`src/sv/ppec_pkg.sv`:
```
// ----------------------------------------------------------------------------
// ppec_pkg
// Shared codes, register indexes and width helpers of the plane edge clipper.
// ----------------------------------------------------------------------------
package ppec_pkg;

    localparam int COORD_BITS_DEF = 32;
    localparam int NORM_FRAC      = 30;
    localparam int CFG_W          = 32;
    localparam int CFG_ADDR_W     = 3;

    localparam logic [CFG_ADDR_W-1:0] REG_NORMAL_X     = 3'd0;
    localparam logic [CFG_ADDR_W-1:0] REG_NORMAL_Y     = 3'd1;
    localparam logic [CFG_ADDR_W-1:0] REG_NORMAL_Z     = 3'd2;
    localparam logic [CFG_ADDR_W-1:0] REG_PLANE_OFFSET = 3'd3;
    localparam logic [CFG_ADDR_W-1:0] REG_KEEP_BIAS    = 3'd4;

    localparam logic [CFG_W-1:0] NORMAL_Z_RESET = 32'h4000_0000;

    localparam logic [1:0] KIND_EDGE    = 2'd0;
    localparam logic [1:0] KIND_CAP     = 2'd1;
    localparam logic [1:0] KIND_SUMMARY = 2'd2;

    localparam logic [1:0] VERDICT_KEPT      = 2'd0;
    localparam logic [1:0] VERDICT_DISCARDED = 2'd1;
    localparam logic [1:0] VERDICT_CLIPPED   = 2'd2;

    localparam logic [1:0] CAP_NONE = 2'd0;
    localparam logic [1:0] CAP_OPEN = 2'd1;
    localparam logic [1:0] CAP_DONE = 2'd2;

    // signed distance width: three products plus the scaled offset
    function automatic int dist_bits(input int coord_bits);
        return (coord_bits + 34 > 64) ? coord_bits + 34 : 64;
    endfunction

    function automatic int entry_bits(input int coord_bits);
        return 6 * coord_bits + 2 * dist_bits(coord_bits) + 3;
    endfunction

endpackage

```
`src/sv/ppec_front.sv`:
```
// ----------------------------------------------------------------------------
// ppec_front
// Takes edges, computes both signed distances with one shared multiplier and
// classifies the endpoints against the keep bias.
// ----------------------------------------------------------------------------
module ppec_front
    import ppec_pkg::*;
#(
    parameter int COORD_BITS = COORD_BITS_DEF
)
(
    input  logic                                i_clk,
    input  logic                                i_rst_n,
    input  logic                                push,
    output logic                                full,
    input  logic signed [COORD_BITS-1:0]        i_start_x,
    input  logic signed [COORD_BITS-1:0]        i_start_y,
    input  logic signed [COORD_BITS-1:0]        i_start_z,
    input  logic signed [COORD_BITS-1:0]        i_end_x,
    input  logic signed [COORD_BITS-1:0]        i_end_y,
    input  logic signed [COORD_BITS-1:0]        i_end_z,
    input  logic                                i_final_edge,
    input  logic signed [CFG_W-1:0]             i_normal_x,
    input  logic signed [CFG_W-1:0]             i_normal_y,
    input  logic signed [CFG_W-1:0]             i_normal_z,
    input  logic signed [CFG_W-1:0]             i_plane_offset,
    input  logic signed [CFG_W-1:0]             i_keep_bias,
    input  logic                                i_q_full,
    output logic                                o_q_push,
    output logic [entry_bits(COORD_BITS)-1:0]   o_q_data
);

    localparam int DW = dist_bits(COORD_BITS);
    localparam int PW = CFG_W + COORD_BITS;

    logic                         r_busy;
    logic [2:0]                   r_step;
    logic signed [COORD_BITS-1:0] r_p [6];
    logic                         r_fin;
    logic signed [PW-1:0]         r_prod;
    logic signed [DW-1:0]         r_d1;
    logic signed [DW-1:0]         r_d2;

    logic signed [CFG_W-1:0]      mul_n;
    logic signed [COORD_BITS-1:0] mul_c;
    logic signed [PW-1:0]         mul;
    logic signed [DW-1:0]         off_s;
    logic signed [DW-1:0]         bias_s;
    logic signed [DW-1:0]         prod_ext;
    logic                         accept;

    assign full     = r_busy;
    assign accept   = push && !r_busy;
    assign off_s    = {{(DW-CFG_W-NORM_FRAC){i_plane_offset[CFG_W-1]}}, i_plane_offset,
                       {NORM_FRAC{1'b0}}};
    assign bias_s   = {{(DW-CFG_W-NORM_FRAC){i_keep_bias[CFG_W-1]}}, i_keep_bias,
                       {NORM_FRAC{1'b0}}};
    assign prod_ext = {{(DW-PW){r_prod[PW-1]}}, r_prod};
    assign mul      = mul_n * mul_c;
    assign o_q_push = r_busy && (r_step == 3'd7) && !i_q_full;
    assign o_q_data = {r_p[0], r_p[1], r_p[2], r_p[3], r_p[4], r_p[5], r_d1, r_d2,
                       (r_d1 < bias_s), (r_d2 < bias_s), r_fin};

    always_comb begin
        case (r_step)
            3'd0: begin mul_n = i_normal_x; mul_c = r_p[0]; end
            3'd1: begin mul_n = i_normal_y; mul_c = r_p[1]; end
            3'd2: begin mul_n = i_normal_z; mul_c = r_p[2]; end
            3'd3: begin mul_n = i_normal_x; mul_c = r_p[3]; end
            3'd4: begin mul_n = i_normal_y; mul_c = r_p[4]; end
            3'd5: begin mul_n = i_normal_z; mul_c = r_p[5]; end
            default: begin mul_n = i_normal_x; mul_c = r_p[0]; end
        endcase
    end

    always_ff @(posedge i_clk) begin
        if (!i_rst_n) begin
            r_busy <= 1'b0;
            r_step <= 3'd0;
        end else if (accept) begin
            r_busy <= 1'b1;
            r_step <= 3'd0;
        end else if (r_busy) begin
            if (r_step != 3'd7) begin
                r_step <= r_step + 3'd1;
            end else if (!i_q_full) begin
                r_busy <= 1'b0;
            end
        end
    end

    always_ff @(posedge i_clk) begin
        if (accept) begin
            r_p[0] <= i_start_x;
            r_p[1] <= i_start_y;
            r_p[2] <= i_start_z;
            r_p[3] <= i_end_x;
            r_p[4] <= i_end_y;
            r_p[5] <= i_end_z;
            r_fin  <= i_final_edge;
            r_d1   <= off_s;
            r_d2   <= off_s;
        end else if (r_busy) begin
            if (r_step <= 3'd5) begin
                r_prod <= mul;
            end
            if (r_step >= 3'd1 && r_step <= 3'd3) begin
                r_d1 <= r_d1 + prod_ext;
            end else if (r_step >= 3'd4 && r_step <= 3'd6) begin
                r_d2 <= r_d2 + prod_ext;
            end
        end
    end

endmodule

```
`config.mk`:
```
export PLATFORM = sky130hd
export DESIGN_NAME = ppec_front
export DESIGN_NICKNAME = d
export VERILOG_FILES = /design/src/sv/ppec_pkg.sv /design/src/sv/ppec_front.sv
export SDC_FILE = /design/constraint.sdc
export NUM_CORES = 2
export LEC_CHECK = 0
export BUFFER_PORTS_ARGS = -buffer_cell sky130_fd_sc_hd__buf_2
export CAP_MARGIN = 20
export CELL_PAD_IN_SITES_DETAIL_PLACEMENT = 1
export CELL_PAD_IN_SITES_GLOBAL_PLACEMENT = 2
export CORE_UTILIZATION = 42
export DETAILED_ROUTE_END_ITERATION = 12
export PLACE_DENSITY_LB_ADDON = 0.1
export RECOVER_POWER = 100
export SYNTH_ARGS = -nofsm -noshare
export SYNTH_HDL_FRONTEND = slang
export SYNTH_SLANG_ARGS = --single-unit
```
`constraint.sdc`:
```
create_clock -name i_clk -period 16.9 [get_ports i_clk]
set_input_delay 3.38 -clock i_clk [delete_from_list [all_inputs] [get_ports i_clk]]
set_output_delay 3.38 -clock i_clk [all_outputs]
set_load 0.02 [all_outputs]
```
==> out/metrics.cfg <==
[sta]
rsz0062_at_grt=false
fmax_ghz=0.07049
fin_setup_tns_ps=0
finalCriticalPeriod_ps=14190
fin_worst_skew_ps=51.68
setup_viol=0
worstMarginPinSlew_ps=9775
drv_slew=578
max-slew-margin-rel_pct=-551.7
finalHoldViolCount=0
period_share_pct=83.95

[layout]
synthToLayoutAreaGrowth_pct=11.36
final_nets=8593
regArea_um2=11160
final.fill_count=16278
multi_input_area_um2=42860
final_cells=8709
drive_above_1_share_pct=8.805

[cts]
clockBufferDepth=3
cts-hold-fix-buffers=0
cts.sinks=393
htree_levels=2
cts_buffers=51
clk_pin_slew_ps=60
root_buffer=clkbuf_16
cts_tree=done
clock_latency_ps=690
cts_resized=0
cts_setup_buffers=0

[die]
start_util_pct=42.38
core_um2=139500
row_count=137
die_w_um=377.2
ios=686
fp.dieH_um=377.2
die_area_um2=142300

[drt]
wl_per_cell_um=28.90
ant_nets=0
drt-initial-drc-count=3601
wl_mm=251.7
drc=0
num_vias=49059
drt_first_pass_iters=9
viasPerCell=5.633

[critical_path]
arrival_ps=14610
crit_path_max_incr_delay_ps=1830
cp_slowest_cell=clkbuf_1
cpMostUsedCell=fa_1
crit_type=flop to flop
crit_family=adder cells
critPathLaunchType=flop
cp_max_fo=43
critPathBufInv=7
critPathCaptureType=flop
required_ps=17320

[outcome]
violations=max-capacitance violations, max-slew violations
status=finished, violations left

[placed_design]
gp_congestion=1.005
dp.cells=8582
place_hpwl_mm=207.3
port-buffer-count=685

[global_route]
antenna_found_initial=50
grt_max_degree=178
grt_use_total_pct=35.52
grt_overflow=0
grt_pass1_wl_mm=365.2
first_global_vias=53612

[yosys]
async_flop_share_pct=0
synthCells=6233
synth_seq_cells=393
synth-warning-count=0
ys.flop_type=edfxtp_1
synth-edff-count=329
syn_nets=8064
synth_top_area_share_pct=36.70
yosysTopAreaCell=fa_1
synth.distinct_cells=101
syn_area_per_cell_um2=9.486
synthTopCellsByCount=fa_1 (1,084), inv_1 (1,031), nand2_1 (751), nor2_1 (646), ha_1 (390)
synth_area_leaders=fa_1 (37%), edfxtp_1 (17%), ha_1 (8.3%), inv_1 (6.5%), nand2_1 (4.8%)
netlist_area_um2=59130
seq_area_frac_synth_pct=18.88
yosys.cell_count.top_type=fa_1

[worst_hold_path]
hp-class=flop to flop

[flow_run]
cap_violations=11

## worst reg2reg max path, delay by kind of cell, from the launching register on
family	cells	cell delay, ps
AOI/OAI and AO/OA	7	1810
xor gates and xnor gates	1	90
adders and majority gates	10	5810
buffers and inverters	7	3760
DFF	1	300
muxes	1	950
and+or+nand+nor	5	1250
## state kept, by name, indices dropped and copies added (netlist names)
name / cells
r_d2: 66
r_p: 192
r_d1: 66
r_step: 3
r_prod: 64
full: 1
r_fin: 1
## through the flow
stage	worst slack, ps	hold slack (ps)	utilization (%)	instance area (um2)
floorplan	5648	544.0	-	59130
global route	2016	506.7	47.16	65810
CTS	4317	480.1	47.52	66310
finish	2713	478.4	47.19	65840
global placement	4410	462.2	46.29	64590
detailed placement	4151	469.5	46.29	64590
## path summary, 6_finish.rpt
kind / start / endpoint / slack, ps / cells after the start
setup / recovery: r_step[2] / r_prod[60] / 2710 / 31
hold / removal: r_d2[0] / r_d2[0] / 480 / 2
setup reg to reg: r_step[2] / r_prod[60] / 2710 / 31
hold reg to reg: r_d2[0] / r_d2[0] / 480 / 2
## cell usage in the layout, fill, tap and decap left out, types with 13 or more instances in the layout
master	count
a211oi_1	23
a21o_1	99
a21oi_1	247
a221oi_1	23
a222oi_1	26
a22oi_1	57
a31oi_1	32
and2_1	70
and3_1	24
buf_2	345
buf_4	96
clkbuf_1	358
clkbuf_16	53
dfxtp_1	64
diode_2	30
edfxtp_1	329
fa_1	1084
ha_1	389
inv_1	1031
mux2_2	19
nand2_1	750
nand2b_1	49
nand3_1	100
nand4_1	57
nor2_1	646
nor2b_1	38
nor3_1	24
nor4_1	16
o211ai_1	26
o21a_1	22
o21ai_0	243
o21bai_1	33
o31ai_1	13
xnor2_1	124
xor2_1	70
## metal layers
layer | track usage, % | share of wire (%) | vias up
li1 | - | - | 21096
met1 | 43.60 | 39 | 25372
met2 | 58.76 | 47 | 2002
met3 | 7.116 | 7.5 | 561
met4 | 19.06 | 6.5 | 28
met5 | 0 | 0.070 | -
## kinds of logic (layout without fill, tap and decap cells)
group / Yosys count / count (layout) / share of synthesized area [%]
AO/OA/AOI/OAI: 951 / 951 / 10.45
XOR/XNOR: 194 / 194 / 2.874
adder cells (fa/ha/maj): 1474 / 1474 / 44.96
buffers and inverters: 1351 / 1921 / 8.769
flip-flops: 393 / 393 / 18.88
multiplexers: 38 / 38 / 0.6835
other: 0 / 30 / 0
AND/OR/NAND/NOR: 1832 / 1832 / 13.39
## cell type report
cell class / count / share of cell area, %
multi-input combinational: 4489 / 65.10
sequential: 393 / 16.95
inverter: 1032 / 5.885
timing repair buffer: 795 / 5.764
tap: 1876 / 3.565
clock buffer: 62 / 2.111
clock inverter: 32 / 0.5074
antenna: 30 / 0.1140
Power is left out: the tool's default activity adds up to more than one toggle a clock period on the data nets, which glitch-free logic cannot reach.
