File: src/sv/ppec_queue.sv
// ----------------------------------------------------------------------------
// ppec_queue
// Two-entry queue between the classifying front and the clipping back.
// ----------------------------------------------------------------------------
module ppec_queue
#(
    parameter int WIDTH = 8
)
(
    input  logic             i_clk,
    input  logic             i_rst_n,
    input  logic             i_push,
    input  logic [WIDTH-1:0] i_data,
    output logic             o_full,
    input  logic             i_pop,
    output logic             o_empty,
    output logic [WIDTH-1:0] o_data
);

    logic [WIDTH-1:0] r_mem [2];
    logic             r_wr;
    logic             r_rd;
    logic [1:0]       r_cnt;
    logic             do_push;
    logic             do_pop;

    assign o_full  = (r_cnt == 2'd2);
    assign o_empty = (r_cnt == 2'd0);
    assign o_data  = r_mem[r_rd];
    assign do_push = i_push && !o_full;
    assign do_pop  = i_pop && !o_empty;

    always_ff @(posedge i_clk) begin
        if (!i_rst_n) begin
            r_wr  <= 1'b0;
            r_rd  <= 1'b0;
            r_cnt <= 2'd0;
        end else begin
            if (do_push) begin
                r_wr <= !r_wr;
            end
            if (do_pop) begin
                r_rd <= !r_rd;
            end
            case ({do_push, do_pop})
                2'b10:   r_cnt <= r_cnt + 2'd1;
                2'b01:   r_cnt <= r_cnt - 2'd1;
                default: r_cnt <= r_cnt;
            endcase
        end
    end

    always_ff @(posedge i_clk) begin
        if (do_push) begin
            r_mem[r_wr] <= i_data;
        end
    end

endmodule

File: config.mk
export PLATFORM = sky130hd
export DESIGN_NAME = ppec_queue
export DESIGN_NICKNAME = d
export VERILOG_FILES = /design/src/sv/ppec_queue.sv
export SDC_FILE = /design/constraint.sdc
export NUM_CORES = 1
export LEC_CHECK = 0
export BUFFER_PORTS_ARGS = -buffer_cell sky130_fd_sc_hd__buf_4
export CAP_MARGIN = 20
export CORE_MARGIN = 10
export CORE_UTILIZATION = 49
export CTS_CLUSTER_DIAMETER = 60
export DETAILED_ROUTE_END_ITERATION = 10
export GPL_TIMING_DRIVEN = 1
export PLACE_DENSITY = 0.81
export SYNTH_ARGS = -nofsm -noshare
export SYNTH_HDL_FRONTEND = slang
export SYNTH_SLANG_ARGS = --single-unit
File: constraint.sdc
create_clock -name i_clk -period 1.7 [get_ports i_clk]
set_input_delay 0.085 -clock i_clk [delete_from_list [all_inputs] [get_ports i_clk]]
set_output_delay 0.085 -clock i_clk [all_outputs]
set_load 0.01 [all_outputs]
==> results of run 1 <==
layer usage:
metal,up-vias,track usage,wire (um)
met2,18,0.129,695
li1,250,-,-
met4,0,0.0470,28
met5,-,0,0
met3,5,0.0459,176
met1,225,0.0889,544
power breakdown:
| group | switching (W) | internal (W) | leakage, nW |
|---|---|---|---|
| sequential | 0.0000761 | 0.000660 | 0.191 |
| clock | 0.000135 | 0.0000914 | 0.0150 |
| combinational | 0.000223 | 0.000293 | 0.234 |
final cells by class:
class	count	share of cell area
Inverter	4	0.0139
Multi-Input combinational cell	26	0.187
Tap cell	16	0.0185
Clock buffer	4	0.0243
Sequential cell	21	0.536
Timing Repair Buffer	29	0.220
layout by cell type (no fill, tap or decap), types with 2 or more instances in the layout:
cell and count:
dfxtp_1 5, edfxtp_1 16, or3_1 2, nor2_1 4, o21ai_0 2, clkbuf_4 3, xnor2_1 2, buf_4 21
dlygate4sd3_1 8, inv_1 3, mux2_2 8, a21oi_1 2
sequential cells by signal, summed over array words and instances (netlist names), named ones only:
signal / cells
r_rd: 1
r_cnt: 2
r_mem: 16
r_wr: 1
critical path: stages (launching register included):
cell and delay (ns):
dfxtp_1 0.43, nand2b_2 0.18, nand2_1 0.06, ha_1 0.32
or3_1 0.37, a21oi_1 0.14
how the worst max path moves through the flow:
| stage | cells after the start | start | endpoint | slack [ns] |
|---|---|---|---|---|
| after floorplan | 5 | r_cnt[0]$_SDFFE_PN0P_ | r_cnt[1]$_SDFFE_PN0P_ | 0.25 |
| after global placement | 4 | r_cnt[0]$_SDFFE_PN0P_ | r_mem[0][7]$_DFFE_PP_ | 0.19 |
| after detailed placement | 4 | r_cnt[0]$_SDFFE_PN0P_ | r_mem[0][7]$_DFFE_PP_ | 0.13 |
| after CTS | 4 | r_cnt[0]$_SDFFE_PN0P_ | r_mem[0][2]$_DFFE_PP_ | 0.12 |
| after global routing | 4 | r_cnt[0]$_SDFFE_PN0P_ | r_mem[0][7]$_DFFE_PP_ | 0.05 |
| final | 5 | r_cnt[0]$_SDFFE_PN0P_ | r_cnt[1]$_SDFFE_PN0P_ | 0.14 |
cells by family (layout without fill, tap and decap cells):
family,after synthesis,count (layout),synth area share
AO/OA/AOI/OAI,5,5,0.0343
XOR/XNOR,3,3,0.0328
adder cells (fa/ha/maj),1,1,0.0156
buffers and inverters,5,37,0.0234
flip-flops,21,21,0.724
multiplexers,8,8,0.112
AND/OR/NAND/NOR,9,9,0.0577
repair_timing:
action	in CTS	in global routing
setup buffers	0	0
setup endpoints to repair	0	0
endpoints found under the hold margin	16	0
hold buffers	8	0
metrics by stage:
step / setup slack (ns) / area (um2) / utilization / power (W)
2_1_floorplan: 0.248 / 802 / - / 0.00104
3_3_place_gp: 0.191 / 976 / 0.640 / 0.00124
3_5_place_dp: 0.127 / 976 / 0.640 / 0.00126
4_1_cts: 0.117 / 1080 / 0.710 / 0.00150
5_1_grt: 0.0525 / 1080 / 0.710 / 0.00157
6_report: 0.143 / 1080 / 0.710 / 0.00148
==> reports/summary.txt, run 1 <==
fmax: 642 MHz
Critical R2R Capture: r_cnt[1]$_SDFFE_PN0P_
RSZ-0062 raised after global routing: false
Top Ports: 22
crit end category: flop
cell with the most instances after synthesis: edfxtp_1
CP Max Fanout: 5
first-pass GRT wire length: 2260 um
Worst IR Drop VDD: 0.871 mV
CP Class: flop to flop
clk_lat worst skew: 0.29 ns
CTS resizes: 0
top_reg_cell synth: edfxtp_1
root buffer cell: clkbuf_4
hold violation count in the final report: 0
Slew @ Worst Pin: 0.361 ns
post-synth top area share: 0.599
via density per instance: 4.98
Layout Cells excl Fill: 100
CTS H-tree depth: 1
Clock Skew: 0.00107 ns
area of the multi-input gates: 203 um2
share of cells above drive strength 1: 0.405
Mapped Nets: 65
status: finished, final reports clean
initial DRC count: 7
final setup fails: 0
GR Overflow Total: 0
Worst Min Path Start: i_rst_n
Initial Util: 0.526
Reg clk slew, reported paths: 0.10 ns
Synth area leader: edfxtp_1
routed length per instance: 14.4 um
Total GRT Usage: 0.0835
drt pass-1 iters: 4
worst reg-to-reg setup slack: 0.14 ns
final RePlAce weighted congestion: 0.726
Netlist cell types: 17
fin. max-slew vios: 0
Syn Inst Count: 52
core region area: 0.00152 mm2
Cells after DPL: 88
CTS sink cnt: 21
DRC Markers: 0
DRT Wirelength: 1440 um
Die Wd: 60.5 um
n_diodes: 0
number of CTS-inserted buffers: 3
Post-synth EDFFs: 16
#FFs+latches synth: 21
power density over the cells: 1370 mW/mm2
fill cell count: 115
Seq/Total Area, Yosys: 0.724
worst hold path class: primary input to flop
Synth Area per Inst: 15.4 um2
commonest cells in the netlist: 16 x edfxtp_1, 8 x mux2_2, 5 x dfxtp_1, 4 x nor2_1, 3 x inv_1
R2R Path Start: r_cnt[0]$_SDFFE_PN0P_
NumNets Final: 98
Lkg Pwr: 0.439 nW
area grow syn2layout: 34.9%
top post-synthesis cells by area: edfxtp_1 60%, dfxtp_1 12%, mux2_2 11%, xnor2_1 2.2%, nor2_1 1.9%
Row Count: 14
Max Cap Viol: 0
TritonCTS clock tree: built
Final TNS setup: 0 ns
hold depth: 3
Arr. time, crit path: 1.79 ns
initial antenna violation count: 0
HPWL after detailed placement: 1080 um
Bufs on Longest Clock Path: 2
Tcrit/Tclk final: 0.916
Startpoint Class: flop
number of global-route vias before repair: 505
Slew headroom: 0.759
R2R cell count: 5
synth warn: 0
Die Span Y: 60.5 um
PortBufs: 21
clock period minus worst slack: 1.56 ns
Routed Antenna Nets: 0
largest net degree at the start of global routing: 12
die footprint: 0.00365 mm2
Netlist Area Pre-Place: 802 um2
DR vias: 498
share of flip-flops with an asynchronous set or reset: 0
Storage cell area: 581 um2
Worst EP required: 1.94 ns
final hold slack: 0.0705 ns
Note: power is estimated with default switching activity, not from simulation.
==> inputs of run 2 (changes only) <==
CTS_BUF_LIST = sky130_fd_sc_hd__clkbuf_16   (was unset)
==> run 2 against run 1 <==
  * Sequential share of layout area increased by 1.4 points
  * Hold slack got worse by 0.052 ns
  * Routed wire length increased by 1.5%
==> reports/summary.txt, run 2 (same netlist as run 1, synthesis figures left out) <==
status: finished, final reports clean (unchanged)
commonest non-fill, non-tap cell in the layout: buf_4 (unchanged)
share of cells above drive strength 1: 0.447 (was 0.405)
HPWL after detailed placement: 1080 um (unchanged)
setup bufs post-CTS: 0 (unchanged)
initial DRC count: 5 (was 7)
PortBufs: 21 (unchanged)
max reg flops: 16 (unchanged)
number of global-route vias before repair: 483 (was 505)
Top delay family on crit path: simple AND/OR/NAND/NOR gates (unchanged)
Die Wd: 60.5 um (unchanged)
Arr. time, crit path: 1.73 ns (was 1.79 ns)
TritonCTS clock tree: built (unchanged)
fin. max-slew vios: 0 (unchanged)
Top Ports: 22 (unchanged)
NumNets Final: 90 (was 98)
number of CTS-inserted buffers: 3 (unchanged)
root buffer cell: clkbuf_16 (was clkbuf_4)
Row Count: 14 (unchanged)
Layout Cells excl Fill: 92 (was 100)
sw frac: 0.269 (was 0.294)
Seq pwr share: 0.431 (was 0.498)
fill cell count: 108 (was 115)
core region area: 0.00152 mm2 (unchanged)
crit end category: flop (unchanged)
Bufs on Longest Clock Path: 2 (unchanged)
GR Overflow Total: 0 (unchanged)
Reg clk slew, reported paths: 0.05 ns (was 0.10 ns)
initial antenna violation count: 0 (unchanged)
Final TNS setup: 0 ns (unchanged)
fmax: 645 MHz (was 642 MHz)
CTS resizes: 0 (unchanged)
max incr delay on CP: 0.41 ns (was 0.43 ns)
Cells after DPL: 88 (unchanged)
Lkg Pwr: 0.433 nW (was 0.439 nW)
clock period minus worst slack: 1.55 ns (was 1.56 ns)
clock network power share: 0.277 (was 0.153)
area grow syn2layout: 31.5% (was 34.9%)
first-pass GRT wire length: 2150 um (was 2260 um)
largest net degree at the start of global routing: 12 (unchanged)
DR vias: 481 (was 498)
DRC Markers: 0 (unchanged)
Crit path buffers/inverters: 0 (unchanged)
NetSw: 0.000462 W (was 0.000434 W)
Startpoint Class: flop (unchanged)
Die Span Y: 60.5 um (unchanged)
Comb pwr share: 0.292 (was 0.349)
Largest regs: r_mem: 16 flops, r_cnt: 2 flops (unchanged)
CTS H-tree depth: 1 (unchanged)
CP Class: flop to flop (unchanged)
DRT Wirelength: 1470 um (was 1440 um)
CP Max Fanout: 5 (unchanged)
via density per instance: 5.23 (was 4.98)
power density over the cells: 1630 mW/mm2 (was 1370 mW/mm2)
Tcrit/Tclk final: 0.912 (was 0.916)
worst hold path class: primary input to flop (unchanged)
Power Internal: 0.00126 W (was 0.00104 W)
Slew headroom: 0.753 (was 0.759)
hold-fix buffers at CTS: 0 (was 8)
worst reg-to-reg setup slack: 0.15 ns (was 0.14 ns)
clk_lat worst skew: 0.25 ns (was 0.29 ns)
Total GRT Usage: 0.0827 (was 0.0835)
Worst EP required: 1.88 ns (was 1.94 ns)
cell breakdown of the critical path: nand2b_2, nand2_1, ha_1, or3_1, a21oi_1 (unchanged)
Worst IR Drop VDD: 0.996 mV (was 0.871 mV)
Max Cap Viol: 0 (unchanged)
Clock Skew: 0.00345 ns (was 0.00107 ns)
n_diodes: 0 (unchanged)
Slew @ Worst Pin: 0.370 ns (was 0.361 ns)
Routed Antenna Nets: 0 (unchanged)
Initial Util: 0.526 (unchanged)
die footprint: 0.00365 mm2 (unchanged)
hold violation count in the final report: 0 (unchanged)
CTS sink cnt: 21 (unchanged)
final RePlAce weighted congestion: 0.726 (unchanged)
Biggest register: r_mem (unchanged)
routed length per instance: 15.9 um (was 14.4 um)
final setup fails: 0 (unchanged)
RSZ-0062 raised after global routing: false (unchanged)
commonest non-fill, non-tap cells in the layout: 21 x buf_4, 16 x edfxtp_1, 8 x mux2_2, 5 x dfxtp_1 (was 21 x buf_4, 16 x edfxtp_1, 8 x mux2_2, 8 x dlygate4sd3_1, 5 x dfxtp_1)
Worst path slowest cell: dfxtp_1 (unchanged)
drt pass-1 iters: 2 (was 4)
run 2: layer usage:
| metal | up-vias | wire (um) | global-route usage |
|---|---|---|---|
| li1 | 234 | - | - |
| met1 | 217 | 556 | 0.0816 |
| met2 | 22 | 665 | 0.119 |
| met3 | 8 | 187 | 0.0605 |
| met4 | 0 | 55 | 0.0596 |
| met5 | - | 0 | 0 |
run 2: power by group through the flow:
stage / clock network (W) / logic (W) / registers, W
6_report: 0.000476 / 0.000502 / 0.000740
5_1_grt: 0.000503 / 0.000557 / 0.000754
4_1_cts: 0.000484 / 0.000514 / 0.000740
3_5_place_dp: 0 / 0.000509 / 0.000750
3_3_place_gp: 0 / 0.000499 / 0.000743
2_1_floorplan: 0 / 0.000332 / 0.000709
run 2: path summary, 6_finish.rpt:
check | from | endpoint | depth (start not counted)
max reg2reg | r_cnt[0]$_SDFFE_PN0P_ | r_cnt[1]$_SDFFE_PN0P_ | 5
min reg2reg | r_wr$_SDFFE_PN0P_ | r_wr$_SDFFE_PN0P_ | 2
min | i_data[5] | r_mem[1][5]$_DFFE_PP_ | 1
max | r_cnt[0]$_SDFFE_PN0P_ | r_cnt[1]$_SDFFE_PN0P_ | 5
run 2: area by class of cell:
cell class | count | area (um2) | share of cell area
Sequential cell | 21 | 581 | 0.550
Clock buffer | 3 | 75.1 | 0.0712
Timing Repair Buffer | 21 | 158 | 0.149
Multi-Input combinational cell | 26 | 203 | 0.192
Clock inverter | 1 | 3.75 | 0.00356
Inverter | 4 | 15.0 | 0.0142
Tap cell | 16 | 20.0 | 0.0190
run 2: worst reg2reg max path, stage by stage (launching register included):
cell,delay [ns]
dfxtp_1,0.41
nand2b_2,0.18
nand2_1,0.06
ha_1,0.32
or3_1,0.37
a21oi_1,0.14
run 2: stage by stage:
stage | setup slack [ns] | power (W) | utilization | hold slack, ns | instance area, um2
floorplan | 0.248 | 0.00104 | - | 0.184 | 802
global placement | 0.191 | 0.00124 | 0.640 | 0.270 | 976
detailed placement | 0.127 | 0.00126 | 0.640 | 0.273 | 976
CTS | 0.125 | 0.00174 | 0.692 | 0.0161 | 1050
global route | 0.0508 | 0.00181 | 0.692 | 0.0141 | 1050
finish | 0.149 | 0.00172 | 0.692 | 0.0186 | 1050
==> inputs of run 3 (changes only) <==
GPL_TIMING_DRIVEN = 0   (was 1)
==> run 3 against run 2 <==
  * Non-clock buffer count grew 1
  * Setup slack lost 0.0080 ns
  * Hold slack gained 0.0043 ns
  * Highest routed layer is now met3
  * Utilization grew 0.25 points
  * Largest power group unchanged
  * Die area is the same
  * Clock skew shrank 0.0018 ns
  * Largest cell class unchanged
  * First-iteration DRC count grew 20%
  * Sequential share of layout area shrank 0.20 points
  * Critical endpoint unchanged
  * Routed wire length shrank 5.3%
==> reports/summary.txt, run 3 (same netlist as run 1, synthesis figures left out) <==
RSZ-0062 raised after global routing: false (unchanged)
Layout Cells excl Fill: 93 (was 92)
largest net degree at the start of global routing: 12 (unchanged)
n_diodes: 0 (unchanged)
CP Max Fanout: 5 (unchanged)
Slew headroom: 0.716 (was 0.753)
initial DRC count: 6 (was 5)
fin. max-slew vios: 0 (unchanged)
R2R Path Start: r_cnt[0]$_SDFFE_PN0P_ (unchanged)
WP depth: 5 (unchanged)
core region area: 0.00152 mm2 (unchanged)
sw frac: 0.268 (was 0.269)
share of cells above drive strength 1: 0.442 (was 0.447)
Worst Hold Endpoint: r_mem[1][3]$_DFFE_PP_ (was r_mem[1][5]$_DFFE_PP_)
Worst IR Drop VDD: 0.941 mV (was 0.996 mV)
crit end category: flop (unchanged)
fill cell count: 124 (was 108)
fmax: 642 MHz (was 645 MHz)
via density per instance: 5.13 (was 5.23)
Worst Min Path Start: i_data[3] (was i_data[5])
Cells after DPL: 89 (was 88)
initial antenna violation count: 0 (unchanged)
Arr. time, crit path: 1.73 ns (about the same)
final RePlAce weighted congestion: 0.681 (was 0.726)
post-route cell area: 0.00106 mm2 (was 0.00105 mm2)
drt pass-1 iters: 2 (unchanged)
number of CTS-inserted buffers: 3 (unchanged)
Final Worst Setup Slack: 0.141 ns (was 0.149 ns)
Reg clk slew, reported paths: 0.05 ns (about the same)
final setup fails: 0 (unchanged)
R2R cell count: 5 (unchanged)
clk_lat worst skew: 0.24 ns (was 0.25 ns)
Clock Skew: 0.00169 ns (was 0.00345 ns)
CP Class: flop to flop (unchanged)
Largest regs: r_mem: 16 flops, r_cnt: 2 flops (unchanged)
Power Internal: 0.00126 W (about the same)
Top delay family on crit path: simple AND/OR/NAND/NOR gates (unchanged)
Crit path buffers/inverters: 0 (unchanged)
root buffer cell: clkbuf_16 (unchanged)
first-pass GRT wire length: 2180 um (was 2150 um)
number of global-route vias before repair: 525 (was 483)
Final TNS setup: 0 ns (unchanged)
hold-fix buffers at CTS: 0 (unchanged)
DRC Markers: 0 (unchanged)
worst reg-to-reg setup slack: 0.14 ns (was 0.15 ns)
Die Wd: 60.5 um (unchanged)
GR Overflow Total: 0 (unchanged)
Slew @ Worst Pin: 0.425 ns (was 0.370 ns)
DR vias: 477 (was 481)
DRT Wirelength: 1390 um (was 1470 um)
CTS resizes: 0 (unchanged)
Comb pwr share: 0.312 (was 0.292)
Worst EP required: 1.88 ns (about the same)
NumNets Final: 91 (was 90)
PortBufs: 21 (unchanged)
Lkg Pwr: 0.435 nW (was 0.433 nW)
TritonCTS clock tree: built (unchanged)
Seq pwr share: 0.414 (was 0.431)
die footprint: 0.00365 mm2 (unchanged)
clock network power share: 0.273 (was 0.277)
clock period minus worst slack: 1.56 ns (was 1.55 ns)
Total Power: 0.00172 W (about the same)
power density over the cells: 1630 mW/mm2 (about the same)
Worst path slowest cell: dfxtp_1 (unchanged)
commonest non-fill, non-tap cell in the layout: buf_4 (unchanged)
Routed Antenna Nets: 0 (unchanged)
hold violation count in the final report: 0 (unchanged)
Critical R2R Capture: r_cnt[1]$_SDFFE_PN0P_ (unchanged)
Initial Util: 0.526 (unchanged)
worst hold path class: primary input to flop (unchanged)
HPWL after detailed placement: 1070 um (was 1080 um)
Bufs on Longest Clock Path: 2 (unchanged)
pre-CTS setup slack: 0.125 ns (was 0.127 ns)
Max Cap Viol: 0 (unchanged)
NetSw: 0.000461 W (was 0.000462 W)
routed length per instance: 14.9 um (was 15.9 um)
CTS H-tree depth: 1 (unchanged)
cell breakdown of the critical path: nand2b_2, nand2_1, ha_1, or3_1, a21oi_1 (unchanged)
commonest non-fill, non-tap cells in the layout: 21 x buf_4, 16 x edfxtp_1, 8 x mux2_2, 5 x dfxtp_1 (unchanged)
Die Span Y: 60.5 um (unchanged)
Startpoint Class: flop (unchanged)
Top Ports: 22 (unchanged)
Total GRT Usage: 0.0780 (was 0.0827)
area grow syn2layout: 32.0% (was 31.5%)
worst setup path startpoint: r_cnt[0]$_SDFFE_PN0P_ (unchanged)
status: finished, final reports clean (unchanged)
max incr delay on CP: 0.40 ns (was 0.41 ns)
max reg flops: 16 (unchanged)
CTS sink cnt: 21 (unchanged)
Biggest register: r_mem (unchanged)
placed cell areas: 980 um2 (was 976 um2)
Tcrit/Tclk final: 0.917 (was 0.912)
Row Count: 14 (unchanged)
hold depth: 1 (unchanged)
setup bufs post-CTS: 0 (unchanged)
run 3: cell types whose count changed in the layout (fill, tap and decap cells not counted):
| cell | delta |
|---|---|
| clkbuf_1 | +1 |
run 3: power groups by stage:
stage | sequential (W) | clock [W] | combinational [W]
floorplan | 0.000709 | 0 | 0.000332
global placement | 0.000718 | 0 | 0.000530
detailed placement | 0.000723 | 0 | 0.000548
CTS | 0.000714 | 0.000474 | 0.000549
global route | 0.000724 | 0.000488 | 0.000599
finish | 0.000713 | 0.000470 | 0.000538
run 3: cell type report:
class                           count  area, um2  share of cell area
Sequential cell                    21        581               0.548
Multi-Input combinational cell     26        203               0.191
Timing Repair Buffer               21        158               0.149
Clock buffer                        3       75.1              0.0709
Tap cell                           16       20.0              0.0189
Inverter                            4       15.0              0.0142
Clock inverter                      1       3.75             0.00355
Buffer                              1       3.75             0.00355
run 3: worst max-delay path by stage:
stage                                  to
floorplan           r_cnt[1]$_SDFFE_PN0P_
global placement    r_mem[0][4]$_DFFE_PP_
detailed placement  r_cnt[1]$_SDFFE_PN0P_
CTS                 r_cnt[1]$_SDFFE_PN0P_
global route        r_cnt[1]$_SDFFE_PN0P_
finish              r_cnt[1]$_SDFFE_PN0P_
run 3: worst register-to-register path, stage by stage, from the launching register on:
cell and delay [ns]:
dfxtp_1 0.40, nand2b_2 0.17, nand2_1 0.06, ha_1 0.32, or3_1 0.38, a21oi_1 0.15
run 3: layer usage:
metal	track usage	vias up	wire [um]
met2	0.141	15	708
met5	0	-	0
li1	-	236	-
met1	0.0679	226	508
met3	0.0501	0	170
met4	0.0282	0	0
run 3: per-stage QoR:
step / hold slack (ns) / utilization
floorplan: 0.184 / -
global placement: 0.271 / 0.643
detailed placement: 0.274 / 0.643
CTS: 0.0213 / 0.695
global route: 0.0218 / 0.695
finish: 0.0229 / 0.695
