==> src/sv/ppec_pkg.sv <==
// ----------------------------------------------------------------------------
// ppec_pkg
// Shared codes, register indexes and width helpers of the plane edge clipper.
// ----------------------------------------------------------------------------
package ppec_pkg;

    localparam int COORD_BITS_DEF = 32;
    localparam int NORM_FRAC      = 30;
    localparam int CFG_W          = 32;
    localparam int CFG_ADDR_W     = 3;

    localparam logic [CFG_ADDR_W-1:0] REG_NORMAL_X     = 3'd0;
    localparam logic [CFG_ADDR_W-1:0] REG_NORMAL_Y     = 3'd1;
    localparam logic [CFG_ADDR_W-1:0] REG_NORMAL_Z     = 3'd2;
    localparam logic [CFG_ADDR_W-1:0] REG_PLANE_OFFSET = 3'd3;
    localparam logic [CFG_ADDR_W-1:0] REG_KEEP_BIAS    = 3'd4;

    localparam logic [CFG_W-1:0] NORMAL_Z_RESET = 32'h4000_0000;

    localparam logic [1:0] KIND_EDGE    = 2'd0;
    localparam logic [1:0] KIND_CAP     = 2'd1;
    localparam logic [1:0] KIND_SUMMARY = 2'd2;

    localparam logic [1:0] VERDICT_KEPT      = 2'd0;
    localparam logic [1:0] VERDICT_DISCARDED = 2'd1;
    localparam logic [1:0] VERDICT_CLIPPED   = 2'd2;

    localparam logic [1:0] CAP_NONE = 2'd0;
    localparam logic [1:0] CAP_OPEN = 2'd1;
    localparam logic [1:0] CAP_DONE = 2'd2;

    // signed distance width: three products plus the scaled offset
    function automatic int dist_bits(input int coord_bits);
        return (coord_bits + 34 > 64) ? coord_bits + 34 : 64;
    endfunction

    function automatic int entry_bits(input int coord_bits);
        return 6 * coord_bits + 2 * dist_bits(coord_bits) + 3;
    endfunction

endpackage

==> src/sv/ppec_back.sv <==
// ----------------------------------------------------------------------------
// ppec_back
// Clips queued edges, tracks the cap edge and polygon verdict, and holds the
// result beat in an output register.
// ----------------------------------------------------------------------------
module ppec_back
    import ppec_pkg::*;
#(
    parameter int COORD_BITS = COORD_BITS_DEF
)
(
    input  logic                                i_clk,
    input  logic                                i_rst_n,
    input  logic                                i_q_empty,
    input  logic [entry_bits(COORD_BITS)-1:0]   i_q_data,
    output logic                                o_q_pop,
    output logic                                empty,
    input  logic                                pop,
    output logic [1:0]                          o_kind,
    output logic signed [COORD_BITS-1:0]        o_out_start_x,
    output logic signed [COORD_BITS-1:0]        o_out_start_y,
    output logic signed [COORD_BITS-1:0]        o_out_start_z,
    output logic signed [COORD_BITS-1:0]        o_out_end_x,
    output logic signed [COORD_BITS-1:0]        o_out_end_y,
    output logic signed [COORD_BITS-1:0]        o_out_end_z,
    output logic [1:0]                          o_verdict,
    output logic [1:0]                          o_cap_progress,
    output logic                                o_last_result
);

    localparam int DW = dist_bits(COORD_BITS);
    localparam int EW = entry_bits(COORD_BITS);
    localparam int SW = DW + 1;
    localparam int TW = SW + 2;
    localparam int NW = $clog2(COORD_BITS);
    localparam logic [NW-1:0] LAST_BIT = NW'(COORD_BITS - 1);

    localparam logic [2:0] S_IDLE  = 3'd0;
    localparam logic [2:0] S_SETUP = 3'd1;
    localparam logic [2:0] S_DIV   = 3'd2;
    localparam logic [2:0] S_PT    = 3'd3;
    localparam logic [2:0] S_CAP   = 3'd4;
    localparam logic [2:0] S_EDGE  = 3'd5;
    localparam logic [2:0] S_SUM   = 3'd6;

    logic [2:0]                   r_state;
    logic [NW-1:0]                r_cnt;
    logic [COORD_BITS-1:0]        r_a [3];
    logic [COORD_BITS-1:0]        r_b [3];
    logic                         r_n1;
    logic                         r_fin;
    logic [DW-1:0]                r_ad1;
    logic [DW-1:0]                r_ad2;
    logic [SW-1:0]                r_sum;
    logic [SW-1:0]                r_rem [3];
    logic [COORD_BITS-1:0]        r_quo [3];
    logic [COORD_BITS-1:0]        r_mag [3];
    logic                         r_dneg [3];
    logic                         r_cap_started;
    logic                         r_cap_completed;
    logic                         r_saw_in;
    logic                         r_saw_out;
    logic [COORD_BITS-1:0]        r_cs [3];
    logic [COORD_BITS-1:0]        r_ce [3];
    logic                         r_ov;
    logic [1:0]                   r_o_kind;
    logic [COORD_BITS-1:0]        r_o_s [3];
    logic [COORD_BITS-1:0]        r_o_e [3];
    logic [1:0]                   r_o_verdict;
    logic [1:0]                   r_o_prog;
    logic                         r_o_last;

    logic [COORD_BITS-1:0]        q_p [6];
    logic signed [DW-1:0]         q_d1;
    logic signed [DW-1:0]         q_d2;
    logic                         q_o1;
    logic                         q_o2;
    logic                         q_fin;
    logic [TW-1:0]                t [3];
    logic [SW-1:0]                n_rem [3];
    logic [COORD_BITS-1:0]        n_quo [3];
    logic [COORD_BITS:0]          delta [3];
    logic [COORD_BITS-1:0]        n_mag [3];
    logic [COORD_BITS-1:0]        c [3];
    logic [1:0]                   digit [3];
    logic                         emit;
    logic [1:0]                   verdict;
    logic [1:0]                   prog;

    assign o_q_pop = (r_state == S_IDLE) && !i_q_empty;
    assign emit    = !r_ov && (r_state == S_CAP || r_state == S_EDGE || r_state == S_SUM);
    assign empty   = !r_ov;

    assign q_d1  = i_q_data[2*DW+2 : DW+3];
    assign q_d2  = i_q_data[DW+2 : 3];
    assign q_o1  = i_q_data[2];
    assign q_o2  = i_q_data[1];
    assign q_fin = i_q_data[0];

    assign verdict = !r_saw_out ? VERDICT_KEPT : (!r_saw_in ? VERDICT_DISCARDED
                                                            : VERDICT_CLIPPED);
    assign prog    = r_cap_completed ? CAP_DONE : (r_cap_started ? CAP_OPEN : CAP_NONE);

    always_comb begin
        for (int j = 0; j < 6; j++) begin
            q_p[j] = i_q_data[EW-1-j*COORD_BITS -: COORD_BITS];
        end
        for (int i = 0; i < 3; i++) begin
            delta[i] = {r_b[i][COORD_BITS-1], r_b[i]} - {r_a[i][COORD_BITS-1], r_a[i]};
            n_mag[i] = delta[i][COORD_BITS] ? COORD_BITS'(-delta[i])
                                            : delta[i][COORD_BITS-1:0];
            t[i] = {1'b0, r_rem[i], 1'b0}
                 + (r_mag[i][COORD_BITS-1] ? TW'(r_ad1) : TW'(0));
            if (t[i] >= {1'b0, r_sum, 1'b0}) begin
                digit[i] = 2'd2;
                n_rem[i] = SW'(t[i] - {1'b0, r_sum, 1'b0});
            end else if (t[i] >= TW'(r_sum)) begin
                digit[i] = 2'd1;
                n_rem[i] = SW'(t[i] - TW'(r_sum));
            end else begin
                digit[i] = 2'd0;
                n_rem[i] = SW'(t[i]);
            end
            n_quo[i] = {r_quo[i][COORD_BITS-2:0], 1'b0} + COORD_BITS'(digit[i]);
            c[i]     = r_dneg[i] ? r_a[i] - r_quo[i] : r_a[i] + r_quo[i];
        end
    end

    always_ff @(posedge i_clk) begin
        if (!i_rst_n) begin
            r_state         <= S_IDLE;
            r_cnt           <= '0;
            r_cap_started   <= 1'b0;
            r_cap_completed <= 1'b0;
            r_saw_in        <= 1'b0;
            r_saw_out       <= 1'b0;
            r_ov            <= 1'b0;
            for (int i = 0; i < 3; i++) begin
                r_cs[i] <= '0;
                r_ce[i] <= '0;
            end
        end else begin
            if (emit) begin
                r_ov <= 1'b1;
            end else if (pop) begin
                r_ov <= 1'b0;
            end
            case (r_state)
                S_IDLE: begin
                    if (!i_q_empty) begin
                        r_saw_out <= r_saw_out | q_o1 | q_o2;
                        r_saw_in  <= r_saw_in | !q_o1 | !q_o2;
                        if (q_d1[DW-1] && q_d2[DW-1]) begin
                            r_state <= q_fin ? S_SUM : S_IDLE;
                        end else if (q_d1[DW-1] || q_d2[DW-1]) begin
                            r_state <= S_SETUP;
                        end else begin
                            r_state <= S_EDGE;
                        end
                    end
                end
                S_SETUP: begin
                    r_cnt   <= '0;
                    r_state <= S_DIV;
                end
                S_DIV: begin
                    r_cnt <= r_cnt + NW'(1);
                    if (r_cnt == LAST_BIT) begin
                        r_state <= S_PT;
                    end
                end
                S_PT: begin
                    if (!r_cap_started) begin
                        r_cap_started <= 1'b1;
                        for (int i = 0; i < 3; i++) begin
                            r_cs[i] <= c[i];
                        end
                        r_state <= S_EDGE;
                    end else begin
                        r_cap_completed <= 1'b1;
                        for (int i = 0; i < 3; i++) begin
                            r_ce[i] <= c[i];
                        end
                        r_state <= S_CAP;
                    end
                end
                S_CAP: begin
                    if (emit) begin
                        r_state <= S_EDGE;
                    end
                end
                S_EDGE: begin
                    if (emit) begin
                        r_state <= r_fin ? S_SUM : S_IDLE;
                    end
                end
                S_SUM: begin
                    if (emit) begin
                        r_cap_started   <= 1'b0;
                        r_cap_completed <= 1'b0;
                        r_saw_in        <= 1'b0;
                        r_saw_out       <= 1'b0;
                        for (int i = 0; i < 3; i++) begin
                            r_cs[i] <= '0;
                            r_ce[i] <= '0;
                        end
                        r_state <= S_IDLE;
                    end
                end
                default: r_state <= S_IDLE;
            endcase
        end
    end

    always_ff @(posedge i_clk) begin
        case (r_state)
            S_IDLE: begin
                if (!i_q_empty) begin
                    for (int i = 0; i < 3; i++) begin
                        r_a[i] <= q_p[i];
                        r_b[i] <= q_p[3+i];
                    end
                    r_n1  <= q_d1[DW-1];
                    r_fin <= q_fin;
                    r_ad1 <= q_d1[DW-1] ? DW'(-q_d1) : DW'(q_d1);
                    r_ad2 <= q_d2[DW-1] ? DW'(-q_d2) : DW'(q_d2);
                end
            end
            S_SETUP: begin
                r_sum <= SW'(r_ad1) + SW'(r_ad2);
                for (int i = 0; i < 3; i++) begin
                    r_rem[i]  <= '0;
                    r_quo[i]  <= '0;
                    r_mag[i]  <= n_mag[i];
                    r_dneg[i] <= delta[i][COORD_BITS];
                end
            end
            S_DIV: begin
                for (int i = 0; i < 3; i++) begin
                    r_rem[i] <= n_rem[i];
                    r_quo[i] <= n_quo[i];
                    r_mag[i] <= {r_mag[i][COORD_BITS-2:0], 1'b0};
                end
            end
            S_PT: begin
                for (int i = 0; i < 3; i++) begin
                    if (r_n1) begin
                        r_a[i] <= c[i];
                    end else begin
                        r_b[i] <= c[i];
                    end
                end
            end
            default: begin
            end
        endcase
        if (emit) begin
            r_o_verdict <= VERDICT_KEPT;
            r_o_prog    <= CAP_NONE;
            r_o_last    <= 1'b0;
            case (r_state)
                S_CAP: begin
                    r_o_kind <= KIND_CAP;
                    for (int i = 0; i < 3; i++) begin
                        r_o_s[i] <= r_cs[i];
                        r_o_e[i] <= r_ce[i];
                    end
                end
                S_EDGE: begin
                    r_o_kind <= KIND_EDGE;
                    for (int i = 0; i < 3; i++) begin
                        r_o_s[i] <= r_a[i];
                        r_o_e[i] <= r_b[i];
                    end
                end
                default: begin
                    r_o_kind    <= KIND_SUMMARY;
                    r_o_verdict <= verdict;
                    r_o_prog    <= prog;
                    r_o_last    <= 1'b1;
                    for (int i = 0; i < 3; i++) begin
                        r_o_s[i] <= r_cs[i];
                        r_o_e[i] <= r_ce[i];
                    end
                end
            endcase
        end
    end

    assign o_kind         = r_o_kind;
    assign o_out_start_x  = r_o_s[0];
    assign o_out_start_y  = r_o_s[1];
    assign o_out_start_z  = r_o_s[2];
    assign o_out_end_x    = r_o_e[0];
    assign o_out_end_y    = r_o_e[1];
    assign o_out_end_z    = r_o_e[2];
    assign o_verdict      = r_o_verdict;
    assign o_cap_progress = r_o_prog;
    assign o_last_result  = r_o_last;

`ifndef SYNTH
    a_cap_order: assert property (@(posedge i_clk) disable iff (!i_rst_n)
        r_cap_completed |-> r_cap_started)
        else $error("cap completed without a start");
    a_hold_beat: assert property (@(posedge i_clk) disable iff (!i_rst_n)
        r_ov && !pop |=> r_ov)
        else $error("result beat dropped before pop");
    a_pop_idle: assert property (@(posedge i_clk) disable iff (!i_rst_n)
        o_q_pop |-> !i_q_empty && r_state == S_IDLE)
        else $error("queue popped outside idle");
`endif

endmodule

==> config.mk <==
export PLATFORM = sky130hd
export DESIGN_NAME = ppec_back
export DESIGN_NICKNAME = d
export VERILOG_FILES = /design/src/sv/ppec_pkg.sv /design/src/sv/ppec_back.sv
export SDC_FILE = /design/constraint.sdc
export NUM_CORES = 2
export LEC_CHECK = 0
export ABC_AREA = 0
export BUFFER_PORTS_ARGS = -buffer_cell sky130_fd_sc_hd__buf_4
export CELL_PAD_IN_SITES_DETAIL_PLACEMENT = 0
export CELL_PAD_IN_SITES_GLOBAL_PLACEMENT = 1
export CORE_AREA = 5 5 446 448
export CTS_CLUSTER_SIZE = 16
export DETAILED_ROUTE_END_ITERATION = 8
export DIE_AREA = 0 0 451 453
export GPL_TIMING_DRIVEN = 0
export PLACE_DENSITY = 0.95
export RECOVER_POWER = 100
export SYNTH_ARGS = -nofsm -noshare
export SYNTH_HDL_FRONTEND = slang
export SYNTH_SLANG_ARGS = --single-unit
==> constraint.sdc <==
create_clock -name i_clk -period 26.3 [get_ports i_clk]
set_clock_uncertainty 0.15 [all_clocks]
set_input_delay 1.315 -clock i_clk [delete_from_list [all_inputs] [get_ports i_clk]]
set_output_delay 1.315 -clock i_clk [all_outputs]
set_load 0.05 [all_outputs]
==> results.txt <==
TritonCTS built the clock tree. Wire segments on met3 add up to roughly 32,000 um in the final route. The cell count after synthesis came out at approximately 12,000. The initial antenna violation count was 42.

The kind of end point of the critical path is a flop. Derived from the worst setup path, the maximum achievable clock frequency is 0.0555 GHz. The routed wire length on met2 is roughly 190,000 um. The count of input and output buffers came out at roughly 530. The hold buffer count at cts came out at 0. The later-pin clock latency in the skew report is around 0.82 ns. For this block, the initial DRC count from the detailed router was between 10,000 and 15,000. Setup total negative slack on the finished layout was measured at 0 ns. The worst register-to-register path has a depth of 38. In this run the critical register-to-register path is launched from r_mag[0][31]. The sequential-to-total area share from yosys stat is a little over a third.

The residual antenna-violating net count after detailed routing is 0. The number of nets in the layout came out at between 10,000 and 15,000. Setup repair after global routing left no endpoint under its margin. A synthesized cell averages 8.87 sq um.

The fraction of synthesis flops using an asynchronous set or reset pin came out at 0%. By instance count, the cell type seen most on the critical path is sky130_fd_sc_hd__ha_1. The post-route core utilization came out at between 50% and 60%. The total length of routed wires came out at roughly 400,000 um. The detailed-route DRC error count is 3. The H-tree generated during clock tree synthesis spans 4 levels. The worst hold path begins at r_cnt[3]. After clock tree synthesis, the clock-pin slew on the worst setup and hold paths is about 0.070 ns. The total clock buffers created by CTS is 135. The number of maximum-capacitance constraint violations is 26.

The iteration count of the initial detailed-routing pass is 9. The layout-stage area growth over the synthesis result came out at 10.6%. Along the worst hold path, the cell count comes to 1.

The post-CTS resize count is 0. Leaving out filler cells and counting taps, the final layout contains 14,900. The count of pins over their slew limit came out at about 1,100.

Routability-driven placement finished with a final weighted congestion of roughly 1. Global routing finished with a remaining overflow of 0. The total half-perimeter wirelength after legalization and detailed placement is about 330,000 um. The transition time at the pin with the least slew margin is ~7.4 ns. In this run, placement finished with an instance count of ~15,000. The number of global-route vias before repair came out at a little over 90,000. The worst setup path is launched from a flop.

The number of unique standard cell types used by synthesis came out at between 90 and 100. The total vias in the final route came out at between 90,000 and 100k. The maximum buffer depth of the clock tree is 3.

The area of the mapped netlist is between 0.1 and 0.15 sq mm. The buffers inserted during post-CTS setup optimization came out at 0. The top flip-flop cell by instance count after synthesis is sky130_fd_sc_hd__edfxtp_1. The data arrival time of the critical path came out at between 15 and 20 ns. The wire length the detailed router placed on met1 is around 150,000 um.

By area the synthesized netlist is led by sky130_fd_sc_hd__edfxtp_1, sky130_fd_sc_hd__ha_1, sky130_fd_sc_hd__xnor2_1. After detailed routing, no signal wire sits above met5. The area of the die came out at slightly above 0.2 sq mm. The synthesized net count came out at around 13,000. The number of warnings reported in the yosys synthesis log came out at 0. After detailed routing, the average wire length per cell comes to 27.1 um.

The total of flip-flops plus latches after synthesis came out at ~1,200. The total number of placement rows is 162. The number of top-level pins is ~530. The tightest min-delay check is of the flop to flop type. After synthesis, the largest area contributor takes up 34.6% of total cell area.

The die extent in x came out at about 450 um. The via count normalized by instance count came out at approximately 6.4. The master cell of the clock root buffer is sky130_fd_sc_hd__clkbuf_16. The starting density of the core is a little over half. The wire length of the first global-routing pass is between 500,000 and 600,000 um.

Entering global routing, the biggest net connects about 140 pins. The TritonCTS sink count is approximately 1,200. The number of hold violations in the final report is 0. The global routing usage summed across all routing layers came out at between 30% and 40%. The register-to-register setup slack came out at approximately 8.3 ns. Counting flops with a built-in enable in the synthesized netlist gives between 1,000 and 1,500. The final worst-path cycle share came out at 68.5%.

The cell with the most instances after synthesis is sky130_fd_sc_hd__edfxtp_1. The worst setup path is of the flop to flop kind. The checks that failed: DRC, capacitance limit, slew limit.

The endpoint of the worst hold path is r_cnt[3]. The setup violation total in the final timing report is 0. The biggest area contributor in the post-synthesis netlist is sky130_fd_sc_hd__edfxtp_1. For this design, the slowest cell found on the critical path is sky130_fd_sc_hd__a2111oi_0. In this run the critical register-to-register path is captured at r_quo[0][29]. The worst path required time came out at 26.71 ns. The chip height came out at 453 um. The remaining max-slew budget at the tightest pin is -393%. The delay contributed by the slowest stage of the critical path came out at approximately 3.6 ns. After floorplanning, the core was sized to cover roughly 0.19 sq mm. The peak fanout along the critical path is 10.

The proportion of layout cells with a drive suffix above 1 came out at a little under 6%. The worst path needs 18.01 ns of the cycle, external delays included. Counting instances in the post-synthesis netlist gives the leading cell types as sky130_fd_sc_hd__edfxtp_1, sky130_fd_sc_hd__a21oi_1, sky130_fd_sc_hd__o21ai_0. The flow ran to the end, but the final reports show violations.
cells by family (layout without fill, tap and decap cells):
| group | Yosys count | count (layout) | share of synthesized area [%] |
|---|---|---|---|
| fa+ha+maj | 884 | 884 | 10.9 |
| simple gates | 3391 | 3391 | 15.9 |
| buf+inv | 967 | 1773 | 3.58 |
| compound gates | 3679 | 3679 | 22.0 |
| xor+xnor | 1161 | 1161 | 9.94 |
| other cells | 0 | 25 | 0 |
| mux | 259 | 259 | 2.78 |
| flops | 1192 | 1192 | 34.9 |
worst max-delay path by stage:
stage | start | slack, ns | to | cells after the start
3_3_place_gp | r_state[0] | 9.13 | r_rem[0][62] | 4
3_5_place_dp | r_mag[0][63] | 12.45 | r_quo[0][61] | 39
5_1_grt | r_mag[0][31] | 8.75 | r_quo[0][29] | 38
2_1_floorplan | r_state[0] | 15.02 | r_mag[0][0] | 4
6_report | r_mag[0][31] | 8.29 | r_quo[0][29] | 38
4_1_cts | r_mag[0][63] | 12.29 | r_quo[0][63] | 39
cell usage in the layout (no fill, tap or decap), types with 31 or more instances in the layout:
master / n
sky130_fd_sc_hd__nor4_1: 58
sky130_fd_sc_hd__edfxtp_1: 1179
sky130_fd_sc_hd__o211ai_1: 54
sky130_fd_sc_hd__a21boi_0: 38
sky130_fd_sc_hd__or2_2: 34
sky130_fd_sc_hd__o22ai_1: 46
sky130_fd_sc_hd__xnor2_1: 768
sky130_fd_sc_hd__nand2_1: 1024
sky130_fd_sc_hd__mux2_1: 92
sky130_fd_sc_hd__nand2b_1: 119
sky130_fd_sc_hd__nor2_1: 892
sky130_fd_sc_hd__o21a_1: 103
sky130_fd_sc_hd__buf_4: 323
sky130_fd_sc_hd__and2_1: 244
sky130_fd_sc_hd__a21oi_1: 1111
sky130_fd_sc_hd__nand4_1: 152
sky130_fd_sc_hd__nand3_1: 245
sky130_fd_sc_hd__mux2i_1: 57
sky130_fd_sc_hd__inv_1: 455
sky130_fd_sc_hd__a221oi_1: 31
sky130_fd_sc_hd__mux2_2: 110
sky130_fd_sc_hd__nor2b_1: 120
sky130_fd_sc_hd__xor2_1: 393
sky130_fd_sc_hd__or3_1: 77
sky130_fd_sc_hd__a21o_1: 513
sky130_fd_sc_hd__a211oi_1: 78
sky130_fd_sc_hd__and3_1: 134
sky130_fd_sc_hd__o21ai_0: 1032
sky130_fd_sc_hd__o41ai_1: 39
sky130_fd_sc_hd__a31oi_1: 152
sky130_fd_sc_hd__o31ai_1: 91
sky130_fd_sc_hd__clkbuf_1: 744
sky130_fd_sc_hd__o21bai_1: 143
sky130_fd_sc_hd__ha_1: 868
sky130_fd_sc_hd__nor3_1: 152
sky130_fd_sc_hd__clkbuf_16: 139
final cells by class:
cell class	count	area, sq um
Antenna cell	25	62.6
Tap cell	2542	3180
Multi-Input combinational cell	9374	62900
Buffer	509	1930
Timing Repair Buffer	557	3310
Clock buffer	168	3590
Sequential cell	1192	35700
Inverter	458	1720
Clock inverter	81	818
Fill cell	17100	81000
routing by layer:
layer | vias to the layer above | track usage, %
met5 | - | 0
met4 | 2 | 28.3
met3 | 1085 | 5.77
met2 | 4867 | 63.5
met1 | 45400 | 43.9
li1 | 43800 | -
stage by stage:
step                worst slack (ns)  cell area [sq um]  hold WS [ns]
floorplan                      15.02             102000         0.265
global placement                9.13             109000         0.290
detailed placement             12.45             110000         0.308
CTS                            12.29             114000         0.318
global route                    8.75             113000         0.328
finish                          8.29             113000         0.332
worst max-delay path, delay by kind of cell (launching register included):
| family | cells | cell delay (ns) |
|---|---|---|
| AOI/OAI and AO/OA | 13 | 8.80 |
| and+or+nand+nor | 14 | 2.43 |
| buffers and inverters | 5 | 3.64 |
| adders and majority gates | 4 | 1.46 |
| xor gates and xnor gates | 2 | 0.45 |
| DFF | 1 | 0.77 |
flip-flops by register name (all words and copies together) (netlist names), 2 cells and up:
signal	cells
r_cs	96
r_sum	67
r_o_e	96
o_verdict	2
r_ad2	66
r_dneg	3
r_ce	96
o_kind	2
r_quo	96
r_rem	201
r_ad1	66
r_mag	96
r_o_s	96
r_state	3
r_cnt	5
r_b	96
r_a	96
o_cap_progress	2
Power is left out: the tool's default activity adds up to more than one toggle a clock period on the data nets, which glitch-free logic cannot reach.
